[src/rtl/tps_pkg.sv]
`default_nettype none
// ----------------------------------------------------------------------------
// tps_pkg
// Shared types and codes for the trial phase sequencer.
// ----------------------------------------------------------------------------
package tps_pkg;

  typedef enum logic [2:0] {
    PH_NONE    = 3'd0,
    PH_PRERUN  = 3'd1,
    PH_PREFB   = 3'd2,
    PH_FB      = 3'd3,
    PH_POSTFB  = 3'd4,
    PH_ITI     = 3'd5,
    PH_POSTRUN = 3'd6
  } phase_t;

  typedef enum logic [1:0] {
    CMD_TICK  = 2'd0,
    CMD_START = 2'd1,
    CMD_STOP  = 2'd2
  } cmd_t;

  typedef enum logic [2:0] {
    REG_PRE_RUN     = 3'd0,
    REG_PRE_FB      = 3'd1,
    REG_FB          = 3'd2,
    REG_POST_FB     = 3'd3,
    REG_INTER_TRIAL = 3'd4,
    REG_TRIALS      = 3'd5,
    REG_MIN_RUN     = 3'd6
  } reg_idx_t;

  // Longest chain: feedback -> post-feedback -> inter-trial -> pre-feedback -> feedback
  localparam int unsigned MaxSteps = 4;

  typedef struct packed {
    logic [15:0] pre_run_blocks;
    logic [15:0] pre_feedback_blocks;
    logic [15:0] feedback_blocks;
    logic [15:0] post_feedback_blocks;
    logic [15:0] inter_trial_blocks;
    logic [15:0] trials_per_run;
    logic [31:0] min_run_blocks;
  } cfg_t;

  typedef struct packed {
    phase_t      phase;
    logic [31:0] blocks_in_phase;
    logic [31:0] blocks_in_run;
    logic [15:0] trial_count;
    logic [7:0]  held_target;
    logic        feedback_flag;
    logic        run_active;
  } seq_state_t;

  typedef struct packed {
    logic trial_began;
    logic feedback_began;
    logic feedback_ended;
    logic trial_ended;
    logic target_taken;
    logic phase_error;
  } events_t;

endpackage
`default_nettype wire

[src/rtl/trial_phase_sequencer.sv]
`default_nettype none
// ----------------------------------------------------------------------------
// trial_phase_sequencer
// Trial run sequencer: phases advanced by block ticks, start and stop requests.
// ----------------------------------------------------------------------------
// Each request (tick, start or stop) is taken on a valid handshake and its status
// result is ready in the output register the cycle after; one request per
// cycle is sustained while the output is not held, set by the single pass of
// phase logic (at most four phase moves per tick) between the run state and the
// output register. A new request is taken while a result waits, as long as the
// output is free or being taken in the same cycle. Configuration is written
// through APB at byte address 4*index; registers read back their value.
module trial_phase_sequencer (
  input  wire logic        clk,
  input  wire logic        rst,
  // configuration
  input  wire logic        psel,
  input  wire logic        penable,
  input  wire logic        pwrite,
  input  wire logic [4:0]  paddr,
  input  wire logic [31:0] pwdata,
  output logic      [31:0] prdata,
  output logic             pready,
  // requests
  input  wire logic        s_axis_tvalid,
  output logic             s_axis_tready,
  input  wire logic [15:0] s_axis_tdata,  // cmd[1:0], next_target[9:2]
  // results
  output logic             m_axis_tvalid,
  input  wire logic        m_axis_tready,
  // phase[2:0], target_code[10:3], feedback_on[11], running[12],
  // trial_number[28:13], trial_began[29], feedback_began[30],
  // feedback_ended[31], trial_ended[32], target_taken[33], phase_error[34]
  output logic      [39:0] m_axis_tdata
);

  tps_pkg::cfg_t       cfg;
  tps_pkg::seq_state_t st;
  tps_pkg::seq_state_t st_next;
  tps_pkg::events_t    ev;
  tps_pkg::seq_state_t res_st;
  tps_pkg::events_t    res_ev;
  logic                accept;

  tps_cfg_regs u_cfg (
    .clk     (clk),
    .rst     (rst),
    .psel    (psel),
    .penable (penable),
    .pwrite  (pwrite),
    .paddr   (paddr),
    .pwdata  (pwdata),
    .prdata  (prdata),
    .pready  (pready),
    .cfg     (cfg)
  );

  tps_next_state u_next (
    .cfg         (cfg),
    .st          (st),
    .cmd         (tps_pkg::cmd_t'(s_axis_tdata[1:0])),
    .next_target (s_axis_tdata[9:2]),
    .st_next     (st_next),
    .ev          (ev)
  );

  assign s_axis_tready = !m_axis_tvalid || m_axis_tready;
  assign accept        = s_axis_tvalid && s_axis_tready;

  always_ff @(posedge clk) begin
    if (rst) begin
      st            <= '0;
      m_axis_tvalid <= 1'b0;
    end else begin
      if (accept) begin
        st <= st_next;
      end
      if (accept) begin
        m_axis_tvalid <= 1'b1;
      end else if (m_axis_tready) begin
        m_axis_tvalid <= 1'b0;
      end
    end
  end

  always_ff @(posedge clk) begin
    if (accept) begin
      res_st <= st_next;
      res_ev <= ev;
    end
  end

  assign m_axis_tdata = {5'd0,
                         res_ev.phase_error,
                         res_ev.target_taken,
                         res_ev.trial_ended,
                         res_ev.feedback_ended,
                         res_ev.feedback_began,
                         res_ev.trial_began,
                         res_st.trial_count,
                         res_st.run_active,
                         res_st.feedback_flag,
                         res_st.held_target,
                         res_st.phase};

endmodule
`default_nettype wire

[src/rtl/tps_cfg_regs.sv]
`default_nettype none
// ----------------------------------------------------------------------------
// tps_cfg_regs
// APB register file holding phase durations and run length settings.
// ----------------------------------------------------------------------------
module tps_cfg_regs (
  input  wire logic          clk,
  input  wire logic          rst,
  input  wire logic          psel,
  input  wire logic          penable,
  input  wire logic          pwrite,
  input  wire logic [4:0]    paddr,
  input  wire logic [31:0]   pwdata,
  output logic      [31:0]   prdata,
  output logic               pready,
  output tps_pkg::cfg_t      cfg
);

  tps_pkg::reg_idx_t idx;
  logic              wr_en;

  assign idx    = tps_pkg::reg_idx_t'(paddr[4:2]);
  assign pready = 1'b1;
  assign wr_en  = psel & penable & pwrite & pready;

  always_ff @(posedge clk) begin
    if (rst) begin
      cfg <= '0;
    end else if (wr_en) begin
      case (idx)
        tps_pkg::REG_PRE_RUN:     cfg.pre_run_blocks       <= pwdata[15:0];
        tps_pkg::REG_PRE_FB:      cfg.pre_feedback_blocks  <= pwdata[15:0];
        tps_pkg::REG_FB:          cfg.feedback_blocks      <= pwdata[15:0];
        tps_pkg::REG_POST_FB:     cfg.post_feedback_blocks <= pwdata[15:0];
        tps_pkg::REG_INTER_TRIAL: cfg.inter_trial_blocks   <= pwdata[15:0];
        tps_pkg::REG_TRIALS:      cfg.trials_per_run       <= pwdata[15:0];
        tps_pkg::REG_MIN_RUN:     cfg.min_run_blocks       <= pwdata;
        default: ;
      endcase
    end
  end

  always_comb begin
    case (idx)
      tps_pkg::REG_PRE_RUN:     prdata = {16'd0, cfg.pre_run_blocks};
      tps_pkg::REG_PRE_FB:      prdata = {16'd0, cfg.pre_feedback_blocks};
      tps_pkg::REG_FB:          prdata = {16'd0, cfg.feedback_blocks};
      tps_pkg::REG_POST_FB:     prdata = {16'd0, cfg.post_feedback_blocks};
      tps_pkg::REG_INTER_TRIAL: prdata = {16'd0, cfg.inter_trial_blocks};
      tps_pkg::REG_TRIALS:      prdata = {16'd0, cfg.trials_per_run};
      tps_pkg::REG_MIN_RUN:     prdata = cfg.min_run_blocks;
      default:                  prdata = 32'd0;
    endcase
  end

endmodule
`default_nettype wire

[src/rtl/tps_next_state.sv]
`default_nettype none
// ----------------------------------------------------------------------------
// tps_next_state
// Next run state and event flags for one request.
// ----------------------------------------------------------------------------
module tps_next_state (
  input  wire tps_pkg::cfg_t       cfg,
  input  wire tps_pkg::seq_state_t st,
  input  wire tps_pkg::cmd_t       cmd,
  input  wire logic [7:0]          next_target,
  output tps_pkg::seq_state_t      st_next,
  output tps_pkg::events_t         ev
);

  logic        go;
  logic        moved;
  logic        expired;
  logic        done;
  logic [15:0] dur;

  always_comb begin
    st_next = st;
    ev      = '0;
    go      = 1'b1;
    moved   = 1'b0;
    expired = 1'b0;
    dur     = 16'd0;
    done    = (cfg.trials_per_run != 16'd0) ? (st.trial_count >= cfg.trials_per_run)
                                            : (st.blocks_in_run >= cfg.min_run_blocks);
    case (cmd)
      tps_pkg::CMD_START: begin
        st_next.blocks_in_run   = '0;
        st_next.blocks_in_phase = '0;
        st_next.trial_count     = '0;
        st_next.phase           = tps_pkg::PH_PRERUN;
        st_next.run_active      = 1'b1;
        st_next.held_target     = '0;
        st_next.feedback_flag   = 1'b0;
      end
      tps_pkg::CMD_STOP: begin
        if (st.feedback_flag) begin
          st_next.feedback_flag = 1'b0;
          ev.feedback_ended     = 1'b1;
        end
        if (st.held_target != 8'd0) begin
          st_next.held_target = '0;
          ev.trial_ended      = 1'b1;
        end
        st_next.phase      = tps_pkg::PH_NONE;
        st_next.run_active = 1'b0;
      end
      tps_pkg::CMD_TICK: begin
        if (st.phase == tps_pkg::PH_NONE || st.phase > tps_pkg::PH_POSTRUN) begin
          ev.phase_error = 1'b1;
        end else begin
          for (int i = 0; i < tps_pkg::MaxSteps; i++) begin
            if (go) begin
              case (st_next.phase)
                tps_pkg::PH_PRERUN: dur = cfg.pre_run_blocks;
                tps_pkg::PH_PREFB:  dur = cfg.pre_feedback_blocks;
                tps_pkg::PH_FB:     dur = cfg.feedback_blocks;
                tps_pkg::PH_POSTFB: dur = cfg.post_feedback_blocks;
                tps_pkg::PH_ITI:    dur = cfg.inter_trial_blocks;
                default:            dur = 16'd0;
              endcase
              // after the first move the phase count is zero
              expired = (i == 0) ? (st.blocks_in_phase >= {16'd0, dur}) : (dur == 16'd0);
              if (st_next.phase == tps_pkg::PH_POSTRUN || !expired) begin
                go = 1'b0;
              end else begin
                moved = 1'b1;
                case (st_next.phase)
                  tps_pkg::PH_PRERUN, tps_pkg::PH_ITI: begin
                    st_next.held_target = next_target;
                    ev.target_taken     = 1'b1;
                    ev.trial_began      = 1'b1;
                    if (st_next.trial_count != 16'hFFFF) begin
                      st_next.trial_count = st_next.trial_count + 16'd1;
                    end
                    st_next.phase = tps_pkg::PH_PREFB;
                  end
                  tps_pkg::PH_PREFB: begin
                    st_next.feedback_flag = 1'b1;
                    ev.feedback_began     = 1'b1;
                    st_next.phase         = tps_pkg::PH_FB;
                    go                    = 1'b0;
                  end
                  tps_pkg::PH_FB: begin
                    st_next.feedback_flag = 1'b0;
                    ev.feedback_ended     = 1'b1;
                    st_next.phase         = tps_pkg::PH_POSTFB;
                  end
                  default: begin
                    ev.trial_ended      = 1'b1;
                    st_next.held_target = '0;
                    if (done) begin
                      go                 = 1'b0;
                      st_next.run_active = 1'b0;
                      st_next.phase      = tps_pkg::PH_POSTRUN;
                    end else begin
                      st_next.phase = tps_pkg::PH_ITI;
                    end
                  end
                endcase
              end
            end
          end
          st_next.blocks_in_run = (st.blocks_in_run == 32'hFFFF_FFFF) ?
                                  st.blocks_in_run : st.blocks_in_run + 32'd1;
          if (moved) begin
            st_next.blocks_in_phase = 32'd1;
          end else begin
            st_next.blocks_in_phase = (st.blocks_in_phase == 32'hFFFF_FFFF) ?
                                      st.blocks_in_phase : st.blocks_in_phase + 32'd1;
          end
        end
      end
      default: ;
    endcase
  end

endmodule
`default_nettype wire
[config.mk]
export PLATFORM = sky130hd
export DESIGN_NAME = trial_phase_sequencer
export DESIGN_NICKNAME = d
export VERILOG_FILES = /design/src/rtl/tps_pkg.sv /design/src/rtl/trial_phase_sequencer.sv /design/src/rtl/tps_cfg_regs.sv /design/src/rtl/tps_next_state.sv
export SDC_FILE = /design/constraint.sdc
export NUM_CORES = 1
export LEC_CHECK = 0
export BUFFER_PORTS_ARGS = -buffer_cell sky130_fd_sc_hd__buf_2
export CORE_MARGIN = 4
export CORE_UTILIZATION = 55
export CTS_CLUSTER_SIZE = 10
export DETAILED_ROUTE_END_ITERATION = 12
export HOLD_SLACK_MARGIN = 0.02
export MAX_ROUTING_LAYER = met4
export PLACE_DENSITY = 0.84
export SLEW_MARGIN = 10
export SYNTH_ARGS = -nofsm -noshare
export SYNTH_HDL_FRONTEND = slang
export SYNTH_SLANG_ARGS = --single-unit
export TNS_END_PERCENT = 5
[constraint.sdc]
create_clock -name clk -period 9.1 [get_ports clk]
set_input_delay 1.365 -clock clk [delete_from_list [all_inputs] [get_ports clk]]
set_output_delay 1.365 -clock clk [all_outputs]
set_load 0.005 [all_outputs]
==> results.md, run 1 <==
* Vias in the first global route at 14590
* Die footprint at 31590 um2
* Setup violators final at 0
* Post-synthesis sequential area ratio at 34.49%
* Placed cell areas at 16600 um2
* Comb power frac at 11.6%
* # fillers at 2525
* Post-Synth Simple-Gate Area at 25.90%
* Top cell type's share of synthesized area at 28.05%
* DRT Pass-1 Iters at 6
* Mapped cell area at 15850 um2
* DR vias/cell at 6.173
* Total wire length at 50120 um
* Worst flop-to-flop path startpoint: st[90]$_SDFFE_PP0P_
* Most used DFF post-synth: dfxtp_1
* Total global-route track usage at 31.97%
* Clk_lat worst skew at 0.57 ns
* Clock power share at 42.2%
* CP Data Arrival Time at 8.01 ns
* DIE HEIGHT at 177.7 um
* Cell taking the most area after synthesis: dfxtp_1
* HP Start: u_cfg.cfg[20]$_SDFFE_PP0P_
* Power per cell area at 146.1 nW/um2
* Final Skew at 0.01581 ns
* Wire per inst at 20.15 um
* Grt ovf at 0
* Antenna cells at 0
* Hold WS at 0.4543 ns
* Fin crit share at 85.00%
* Warnings, synthesis at 0
* CTS sink cnt at 256
* Largest family of logic cells by synthesized area: simple AND/OR/NAND/NOR gates
* I/O Buffers at 120
* Final Hold Viols at 0
* I/O Pins at 135
* Max FO, Critical Path at 32
* Crit path required time at 9.37 ns
* Worst setup SP type: flop
* Setup Fix Bufs, Post-CTS at 0
* Pleak at 6.255 nW
* Unrepaired setup endpoints after global routing: no
* Final worst path period need at 7.735 ns
* Max Clk Rate at 129.3 MHz
* Final nets at 2228
* Via count at 15360
* Worst-path clk slew at 0.06 ns
* Synth area leaders: dfxtp_1 (28%), nand2_1 (9.2%), a21oi_1 (6.8%)
* Post-Syn Instances at 2035
* Setup TNS at 0 ns
* Setup ws final at 1.365 ns
* Clock Tree Buf Depth at 3
* Compound-cell area share of the yosys netlist at 18.91%
* Area Overhead vs Synth at 10.08%
* Antenna viol nets, final at 0
* H-tree depth at 1
* Register share of total power at 46.2%
* Psw at 0.6829 mW
* Run status: complete, no violations
* CTS resizes at 0
* Hpwl dp at 37140 um
* Worst vdd ir at 143.6 uV
* Synth cell types at 100
* Root Driver: clkbuf_16
* Chip Width at 177.7 um
* Syn_area_per_cell at 7.786 um2
* Slew Viols, Final at 0
* Share of layout cells above drive strength 1 at 11.23%
* Slew @ Worst Pin at 1.242 ns
* HP Class: flop to flop
* Adder-cell share of the synthesized area at 5.449%
* Pint at 1.866 mW
* DRC at 0
* Yosys reg bits at 256
* FFs w/ async S/R, synth at 0%
* Rows at 61
* Final Instance Area at 17440 um2
* Max-Cap Viols at 0
* Pre-CTS WS at 1.563 ns
* Critical path capture point type: flop
* Routability cong. at 1.003
* Worst Path Class, Setup: flop to flop
* Max-slew headroom at 16.89%
* Post-synth EDFFs at 34
* CTS tree: yes
* Largest net degree at the start of global routing at 80
* CP startpoint: st[90]$_SDFFE_PP0P_
* First-pass GRT wire length at 78970 um
* Core area at 28090 um2
* XOR/XNOR share of the synthesized area at 4.533%
* TritonCTS buffer count at 31
* Initial Utilization at 56.41%
* Post-synthesis mux area share at 5.859%
* Antenna violations before repair at 0
* DR iter-0 viols at 1509
* Hold buffers post-CTS at 0
* Switching Share at 26.79%
path summary, 6_finish.rpt:
| path | endpoint | cells past startpoint | slack, ns |
|---|---|---|---|
| max | m_axis_tdata[14]$_DFFE_PP_ | 26 | 1.36 |
| max reg2reg | m_axis_tdata[14]$_DFFE_PP_ | 26 | 1.36 |
| min reg2reg | u_cfg.cfg[20]$_SDFFE_PP0P_ | 2 | 0.45 |
| min | u_cfg.cfg[20]$_SDFFE_PP0P_ | 2 | 0.45 |
logic make-up after synthesis:
logic type | Yosys count
XOR/XNOR | 82
AO/OA/AOI/OAI | 474
adder cells (fa/ha/maj) | 69
other | 2
multiplexers | 81
AND/OR/NAND/NOR | 882
flip-flops | 256
buffers and inverters | 189
sequential cells by signal (all words and copies together), names as in the netlist:
register	count
m_axis_tdata	34
m_axis_tvalid	1
st	93
u_cfg.cfg	128
metal layers:
| layer | global-route usage (%) | vias to the layer above | wire (um) |
|---|---|---|---|
| met1 | 41.68 | 7127 | 20870 |
| met4 | 11.70 | 0 | 2211 |
| met5 | - | - | 0 |
| met3 | 5.070 | 151 | 4739 |
| met2 | 50.47 | 760 | 22300 |
| li1 | - | 7321 | - |
synthesized netlist by cell type (7+ instances only):
master and instances:
clkbuf_1 84, o211ai_1 14, o21ai_0 68, o21a_1 16
buf_2 9, nor2_1 189, or4_1 7, nand2_1 389
xor2_1 51, edfxtp_1 34, a21oi_1 214, and2_1 11
a31oi_1 16, nand3_1 66, nor2b_1 9, and3_1 14
o221ai_1 8, ha_1 69, nand4_1 39, nor4_1 30
a21o_1 9, buf_4 9, o22a_1 12, o21ai_1 16
dfxtp_1 222, nand2b_1 11, a22o_1 26, a22oi_1 8
mux2_2 11, inv_1 76, or3_1 16, and4_1 8
buf_1 7, nor3_1 50, xnor2_1 31, mux2i_1 59
worst max-delay path, cell delays in order (launching register included):
cell and delay (ns):
dfxtp_1 0.53, buf_4 0.49, nor2b_1 0.47, a22o_1 0.20
a21oi_1 0.08, ha_1 0.34, nand4_1 0.16, a31oi_1 0.28
o21a_2 0.26, o31ai_4 0.08, buf_4 0.23, nor2_1 0.42
mux2_2 0.29, ha_1 0.31, o221ai_2 0.25, or4_4 0.58
o21ai_1 0.40, nor2_1 0.07, nor2_1 0.15, ha_1 0.19
o21ai_0 0.08, a21oi_1 0.54, nand2_1 0.15, nor4_1 0.29
a31oi_2 0.23, mux2i_1 0.25, o21ai_1 0.09
power groups by stage:
stage | sequential (mW) | clock, mW | combinational (mW)
detailed placement | 1.20 | 0 | 0.288
CTS | 1.18 | 1.09 | 0.290
finish | 1.18 | 1.08 | 0.297
global placement | 1.20 | 0 | 0.285
floorplan | 1.20 | 0 | 0.196
global route | 1.18 | 1.13 | 0.321
layout by cell type (no fill, tap or decap), drive strengths merged, types with 19 or more instances in the layout:
cell type,netlist,routed
a21oi,214,214
a22o,26,26
a31oi,19,19
buf,26,137
clkbuf,84,39
dfxtp,222,222
edfxtp,34,34
ha,69,69
inv,77,77
mux2i,60,60
nand2,392,392
nand3,68,68
nand4,40,40
nor2,190,190
nor3,54,54
nor4,34,34
o21ai,85,85
xnor2,31,31
xor2,51,51
layout make-up:
| class | instances | area, um2 | area share, % |
|---|---|---|---|
| Multi-Input combinational cell | 1594 | 9638 | 55.26 |
| Sequential cell | 256 | 5465 | 31.33 |
| Clock buffer | 39 | 805.8 | 4.620 |
| Timing Repair Buffer | 137 | 730.7 | 4.189 |
| Tap cell | 378 | 473.0 | 2.712 |
| Inverter | 79 | 296.5 | 1.700 |
| Clock inverter | 5 | 32.53 | 0.1865 |
per-stage QoR:
step                std cells  util [%]  power (mW)
finish                   2488     62.10       2.549
CTS                      2488     62.10       2.552
global route             2488     62.10       2.629
detailed placement       2444     59.11       1.488
global placement         2444     59.11       1.485
floorplan                2039         -       1.393
No activity file was read; power rests on OpenSTA's default activity.
==> inputs of run 2 (changes only) <==
--- a/config.mk
+++ b/config.mk
@@ -13,6 +13,7 @@
 export HOLD_SLACK_MARGIN = 0.02
 export MAX_ROUTING_LAYER = met4
 export PLACE_DENSITY = 0.84
+export REMOVE_ABC_BUFFERS = 1
 export SLEW_MARGIN = 10
 export SYNTH_ARGS = -nofsm -noshare
 export SYNTH_HDL_FRONTEND = slang
==> run 2 against run 1 <==
Effect of this change:
- combinational power down 2%
- fmax down 0.24%
- clock-buffer cell count unchanged
- sequential cell count unchanged
- die area unchanged
- critical path depth up 2
- sequential share of layout area about the same
- clock power about the same
- cell area about the same
- register-to-register slack worse by 0.02 ns
- via count up 2.0%
- routed wire length down 4.1%
- largest cell class unchanged
==> results.md, run 2 (synthesized netlist as in run 1, its figures left out) <==
* I/O Buffers at 120 (unchanged)
* Die footprint at 31590 um2 (unchanged)
* CTS tree: yes (unchanged)
* Largest net degree at the start of global routing at 72 (was 80)
* Reg2reg setup slack at 1.35 ns (was 1.36 ns)
* Final Skew at 0.06832 ns (was 0.01581 ns)
* Initial Utilization at 56.41% (unchanged)
* Share of layout cells above drive strength 1 at 11.10% (was 11.23%)
* Pre-CTS WS at 1.572 ns (was 1.563 ns)
* Routability cong. at 1.026 (was 1.003)
* TritonCTS buffer count at 30 (was 31)
* Worst flop-to-flop path startpoint: st[91]$_SDFFE_PP0P_ (was st[90]$_SDFFE_PP0P_)
* RR Endpoint: m_axis_tdata[14]$_DFFE_PP_ (unchanged)
* Setup Fix Bufs, Post-CTS at 0 (unchanged)
* HP Start: u_cfg.cfg[17]$_SDFFE_PP0P_ (was u_cfg.cfg[20]$_SDFFE_PP0P_)
* FF+latch area at 5465 um2 (unchanged)
* Pleak at 6.241 nW (was 6.255 nW)
* Unrepaired setup endpoints after global routing: no (unchanged)
* Worst setup SP type: flop (unchanged)
* Wire per inst at 19.32 um (was 20.15 um)
* Clk_lat worst skew at 0.61 ns (was 0.57 ns)
* Slowest-stage cell, CP: or4_4 (unchanged)
* Critical path capture point type: flop (unchanged)
* Setup TNS at 0 ns (unchanged)
* Crit path required time at 9.35 ns (was 9.37 ns)
* Hold buffers post-CTS at 0 (unchanged)
* First-pass GRT wire length at 75310 um (was 78970 um)
* Total wire length at 48070 um (was 50120 um)
* Reg2Reg Depth at 28 (was 26)
* Clock Tree Buf Depth at 3 (unchanged)
* Grt ovf at 0 (unchanged)
* Final Hold Viols at 0 (unchanged)
* Setup violators final at 0 (unchanged)
* Area Overhead vs Synth at 10.03% (was 10.08%)
* Chip Width at 177.7 um (unchanged)
* WHS Endpoint: u_cfg.cfg[17]$_SDFFE_PP0P_ (was u_cfg.cfg[20]$_SDFFE_PP0P_)
* Max reg flops at 128 (unchanged)
* Area of the multi-input gates at 9638 um2 (unchanged)
* Hold Path Cell Cnt at 2 (unchanged)
* CP Data Arrival Time at 8.01 ns (about the same)
* Via count at 15670 (was 15360)
* Final Instance Area at 17430 um2 (was 17440 um2)
* CTS resizes at 0 (unchanged)
* Crit path top cell by count: nor2_1
* H-tree depth at 1 (unchanged)
* Worst vdd ir at 146.8 uV (was 143.6 uV)
* Commonest non-fill, non-tap cell in the layout: nand2_1 (unchanged)
* Run status: complete, no violations (unchanged)
* DR iter-0 viols at 1783 (was 1509)
* HP Class: flop to flop (unchanged)
* Hpwl dp at 35050 um (was 37140 um)
* Max Clk Rate at 129.0 MHz (was 129.3 MHz)
* Worst path max stage delay at 0.58 ns (about the same)
* Worst Path Class, Setup: flop to flop (unchanged)
* CTS sink cnt at 256 (unchanged)
* Worst-path clk slew at 0.06 ns (about the same)
* Slew @ Worst Pin at 1.216 ns (was 1.242 ns)
* # fillers at 2486 (was 2525)
* Final nets at 2226 (was 2228)
* I/O Pins at 135 (unchanged)
* Max-slew headroom at 18.60% (was 16.89%)
* Vias in the first global route at 14580 (was 14590)
* Most frequent cells in the layout: nand2_1 (389), dfxtp_1 (222), a21oi_1 (214) (unchanged)
* Final worst path period need at 7.754 ns (was 7.735 ns)
* Max FO, Critical Path at 14 (was 32)
* Antenna violations before repair at 2 (was 0)
* Total global-route track usage at 30.01% (was 31.97%)
* Power per cell area at 145.0 nW/um2 (was 146.1 nW/um2)
* DR vias/cell at 6.296 (was 6.173)
* Fin crit share at 85.21% (was 85.00%)
* Setup ws final at 1.346 ns (was 1.365 ns)
* Core area at 28090 um2 (unchanged)
* DRT Pass-1 Iters at 7 (was 6)
* DRC at 0 (unchanged)
* Root Driver: clkbuf_16 (unchanged)
* Antenna viol nets, final at 0 (unchanged)
* Placed cell areas at 16600 um2 (about the same)
* Slew Viols, Final at 0 (unchanged)
* Largest Register: u_cfg.cfg (unchanged)
* Rows at 61 (unchanged)
* DIE HEIGHT at 177.7 um (unchanged)
* Max-Cap Viols at 0 (unchanged)
run 2: changes by cell type in the layout (fill, tap and decap cells not counted), sizes merged:
cell / before / now
clkinv: 7 / 6
diode: 0 / 2
buf: 137 / 136
run 2: layer usage:
layer	global-route usage, %	vias up	share of wire (%)
li1	-	7325	-
met5	-	-	0
met4	11.99	0	4.6
met3	5.603	167	9.9
met2	46.83	889	45
met1	38.63	7284	41
run 2: per-stage QoR:
step	cells	hold slack (ns)	power [mW]	util, %
2_1_floorplan	1929	0.4303	1.366	-
3_3_place_gp	2443	0.4423	1.477	59.09
3_5_place_dp	2443	0.4484	1.482	59.09
4_1_cts	2486	0.4564	2.525	62.05
5_1_grt	2488	0.4731	2.610	62.07
6_report	2488	0.4538	2.529	62.07
run 2: critical path, delay by kind of cell, from the launching register on:
kind            cells  cell delay (ns)
flops               1             0.56
simple gates        8             2.11
compound gates     11             2.55
xor+xnor            1             0.21
mux                 1             0.25
buf+inv             4             0.93
fa+ha+maj           3             0.82
run 2: power by group:
part           internal, mW  switching [mW]  leakage (nW)
Combinational        0.0918           0.200          3.70
Sequential             1.16          0.0121          2.13
Clock                 0.596           0.464         0.404
Total                  1.85           0.676          6.24
run 2: how the worst max path moves through the flow:
| stage | from | slack, ns | depth (start not counted) | end |
|---|---|---|---|---|
| floorplan | st[91]$_SDFFE_PP0P_ | 1.89 | 24 | m_axis_tdata[27]$_DFFE_PP_ |
| global placement | st[91]$_SDFFE_PP0P_ | 1.77 | 28 | m_axis_tdata[14]$_DFFE_PP_ |
| detailed placement | st[91]$_SDFFE_PP0P_ | 1.57 | 28 | m_axis_tdata[14]$_DFFE_PP_ |
| CTS | st[91]$_SDFFE_PP0P_ | 1.53 | 28 | m_axis_tdata[14]$_DFFE_PP_ |
| global route | st[91]$_SDFFE_PP0P_ | 0.74 | 28 | m_axis_tdata[14]$_DFFE_PP_ |
| finish | st[91]$_SDFFE_PP0P_ | 1.35 | 28 | m_axis_tdata[14]$_DFFE_PP_ |
run 2: layout make-up:
type	instances	share of cell area [%]
Antenna cell	2	0.02871
Clock buffer	39	4.500
Clock inverter	4	0.2799
Inverter	79	1.701
Multi-Input combinational cell	1594	55.28
Sequential cell	256	31.35
Tap cell	378	2.713
Timing Repair Buffer	136	4.148
==> inputs of run 3 (changes only) <==
==> constraint.sdc (replaced) <==
create_clock -name clk -period 8.52 [get_ports clk]
set_input_delay 1.278 -clock clk [delete_from_list [all_inputs] [get_ports clk]]
set_output_delay 1.278 -clock clk [all_outputs]
set_load 0.005 [all_outputs]
==> run 3 against run 2 <==
Effect of this change:
- sequential power rose by 7%
- sequential cell count is the same
- core utilization increased by 0.21 points
- clock skew fell by 0.019 ns
- register-to-register slack got worse by 0.29 ns
- die area unchanged
- combinational power rose by 7.2%
- hold slack about the same
- via count is 0.27% lower
- cell area grew 0.34%
- critical endpoint unchanged
- largest cell class unchanged
- largest power group unchanged
- highest routed layer unchanged
==> results.md, run 3 (synthesized netlist as in run 1, its figures left out) <==
* Run status: complete, no violations (unchanged)
* HP Start: u_cfg.cfg[16]$_SDFFE_PP0P_ (was u_cfg.cfg[17]$_SDFFE_PP0P_)
* Met3 Usage GRT at 3.430% (was 5.603%)
* Worst path max stage delay at 0.58 ns (about the same)
* Wire per inst at 19.73 um (was 19.32 um)
* Antenna violations before repair at 0 (was 2)
* Via count at 15620 (was 15670)
* H-tree depth at 1 (unchanged)
* Crit path max-delay family: compound AO/OA/AOI/OAI gates (unchanged)
* Crit path required time at 8.78 ns (was 9.35 ns)
* Core area at 28090 um2 (unchanged)
* Final Skew at 0.04908 ns (was 0.06832 ns)
* Total wire length at 49150 um (was 48070 um)
* Max FO, Critical Path at 13 (was 14)
* TritonCTS buffer count at 30 (unchanged)
* Total global-route track usage at 30.79% (was 30.01%)
* Hold Path Cell Cnt at 2 (unchanged)
* WHS Endpoint: u_cfg.cfg[16]$_SDFFE_PP0P_ (was u_cfg.cfg[17]$_SDFFE_PP0P_)
* Chip Width at 177.7 um (unchanged)
* Die footprint at 31590 um2 (unchanged)
* Final Util at 62.29% (was 62.07%)
* Crit path top cell by count: nor2_1 (unchanged)
* Met2 usage at 49.15% (was 46.83%)
* Power per cell area at 157.6 nW/um2 (was 145.0 nW/um2)
* Setup violators final at 0 (unchanged)
* DR iter-0 viols at 1761 (was 1783)
* Setup Fix Bufs, Post-CTS at 0 (unchanged)
* Worst-path clk slew at 0.07 ns (was 0.06 ns)
* HP Class: flop to flop (unchanged)
* Unrepaired setup endpoints after global routing: no (unchanged)
* CTS tree: yes (unchanged)
* Worst vdd ir at 161.6 uV (was 146.8 uV)
* Initial Utilization at 56.41% (unchanged)
* CTS sink cnt at 256 (unchanged)
* Antenna viol nets, final at 0 (unchanged)
* Grt ovf at 0 (unchanged)
* Worst Path Class, Setup: flop to flop (unchanged)
* Vias in the first global route at 14480 (was 14580)
* DRC at 0 (unchanged)
* Clk_lat worst skew at 0.59 ns (was 0.61 ns)
* Worst flop-to-flop path startpoint: st[91]$_SDFFE_PP0P_ (unchanged)
* DIE HEIGHT at 177.7 um (unchanged)
* Max reg flops at 128 (unchanged)
* Max-Cap Viols at 0 (unchanged)
* Setup ws final at 1.055 ns (was 1.346 ns)
* DRT Pass-1 Iters at 6 (was 7)
* Antenna cells at 0 (was 2)
* Max Clk Rate at 134.0 MHz (was 129.0 MHz)
* RR Endpoint: m_axis_tdata[14]$_DFFE_PP_ (unchanged)
* M1 GR Usage at 40.63% (was 38.63%)
* Critical path capture point type: flop (unchanged)
* Most frequent cells in the layout: nand2_1 (389), dfxtp_1 (222), a21oi_1 (214) (unchanged)
* Hpwl dp at 36200 um (was 35050 um)
* Largest net degree at the start of global routing at 82 (was 72)
* Area Overhead vs Synth at 10.41% (was 10.03%)
* Pleak at 6.273 nW (was 6.241 nW)
* Reg2reg setup slack at 1.06 ns (was 1.35 ns)
* Slowest-stage cell, CP: or4_4 (unchanged)
* Root Driver: clkbuf_16 (unchanged)
* CP Data Arrival Time at 7.73 ns (was 8.01 ns)
* Post-Place Cells at 2444 (was 2443)
* CTS resizes at 0 (unchanged)
* I/O Buffers at 120 (unchanged)
* Slew Viols, Final at 0 (unchanged)
* Largest Register: u_cfg.cfg (unchanged)
* Count of non-filler cells in the finished layout at 2491 (was 2488)
* Rows at 61 (unchanged)
* Final Hold Viols at 0 (unchanged)
* Top Usage Layer GRT: met2 (unchanged)
* Routability cong. at 0.9959 (was 1.026)
* Clock Tree Buf Depth at 3 (unchanged)
* Final nets at 2227 (was 2226)
* DR vias/cell at 6.272 (was 6.296)
* Final worst path period need at 7.465 ns (was 7.754 ns)
* Worst setup SP type: flop (unchanged)
* Reg2Reg Depth at 27 (was 28)
* Fin crit share at 87.62% (was 85.21%)
* Slew @ Worst Pin at 1.165 ns (was 1.216 ns)
* Crit path buf inv count at 3 (was 4)
* Share of layout cells above drive strength 1 at 11.22% (was 11.10%)
* Commonest non-fill, non-tap cell in the layout: nand2_1 (unchanged)
* Hold buffers post-CTS at 0 (unchanged)
* I/O Pins at 135 (unchanged)
* Max-slew headroom at 22.35% (was 18.60%)
* Pre-CTS WS at 1.197 ns (was 1.572 ns)
* First-pass GRT wire length at 76840 um (was 75310 um)
* Setup TNS at 0 ns (unchanged)
[run 3: layer usage]
metal	part of all wire, %	wire [um]
met1	42	20440
met2	46	22580
met3	8.4	4140
met4	4.1	1991
met5	0	0
[run 3: stage by stage]
stage	area (um2)	power, mW	hold WS [ns]
final	17490	2.757	0.4539
after floorplan	15390	1.459	0.4303
after global routing	17490	2.843	0.4732
after detailed placement	16600	1.586	0.4467
after global placement	16600	1.581	0.4426
after CTS	17490	2.757	0.4541
[run 3: layout make-up]
class | instances | area [um2]
repair buffers | 137 | 730.7
fillers | 2493 | 10590
flip-flops and latches | 256 | 5465
clock inverters | 1 | 30.03
inverters | 79 | 296.5
clock buffers | 46 | 860.8
multi-input cells | 1594 | 9638
well taps | 378 | 473.0
[run 3: worst reg2reg max path, stage by stage, from the launching register on]
cell,delay (ns)
dfxtp_1,0.54
inv_1,0.29
nor2_1,0.37
buf_4,0.28
a21oi_1,0.10
o22a_1,0.24
ha_1,0.31
nand4_1,0.15
a31oi_1,0.32
o21a_2,0.28
o31ai_4,0.09
nor2_1,0.43
xnor2_1,0.21
inv_1,0.09
ha_1,0.29
o221ai_2,0.25
or4_4,0.58
o21ai_1,0.39
nor2_1,0.07
nor2_1,0.15
ha_1,0.18
o21ai_0,0.09
a21oi_1,0.46
nand2_1,0.14
nor4_1,0.28
a31oi_2,0.25
mux2i_1,0.27
o21ai_1,0.09
[run 3: how the worst max path moves through the flow]
stage / start / end / slack (ns) / cells after the start
2_1_floorplan: st[91]$_SDFFE_PP0P_ / m_axis_tdata[27]$_DFFE_PP_ / 1.31 / 24
3_3_place_gp: st[91]$_SDFFE_PP0P_ / m_axis_tdata[14]$_DFFE_PP_ / 1.30 / 27
3_5_place_dp: st[90]$_SDFFE_PP0P_ / m_axis_tdata[14]$_DFFE_PP_ / 1.20 / 27
4_1_cts: st[91]$_SDFFE_PP0P_ / m_axis_tdata[14]$_DFFE_PP_ / 1.16 / 27
5_1_grt: st[91]$_SDFFE_PP0P_ / m_axis_tdata[14]$_DFFE_PP_ / 0.37 / 27
6_report: st[91]$_SDFFE_PP0P_ / m_axis_tdata[14]$_DFFE_PP_ / 1.06 / 27
[run 3: power breakdown]
part | switching [mW] | internal (mW) | total [mW]
sequential | 0.0145 | 1.24 | 1.26
combinational | 0.215 | 0.0980 | 0.313
clock | 0.502 | 0.685 | 1.19
total | 0.731 | 2.03 | 2.76
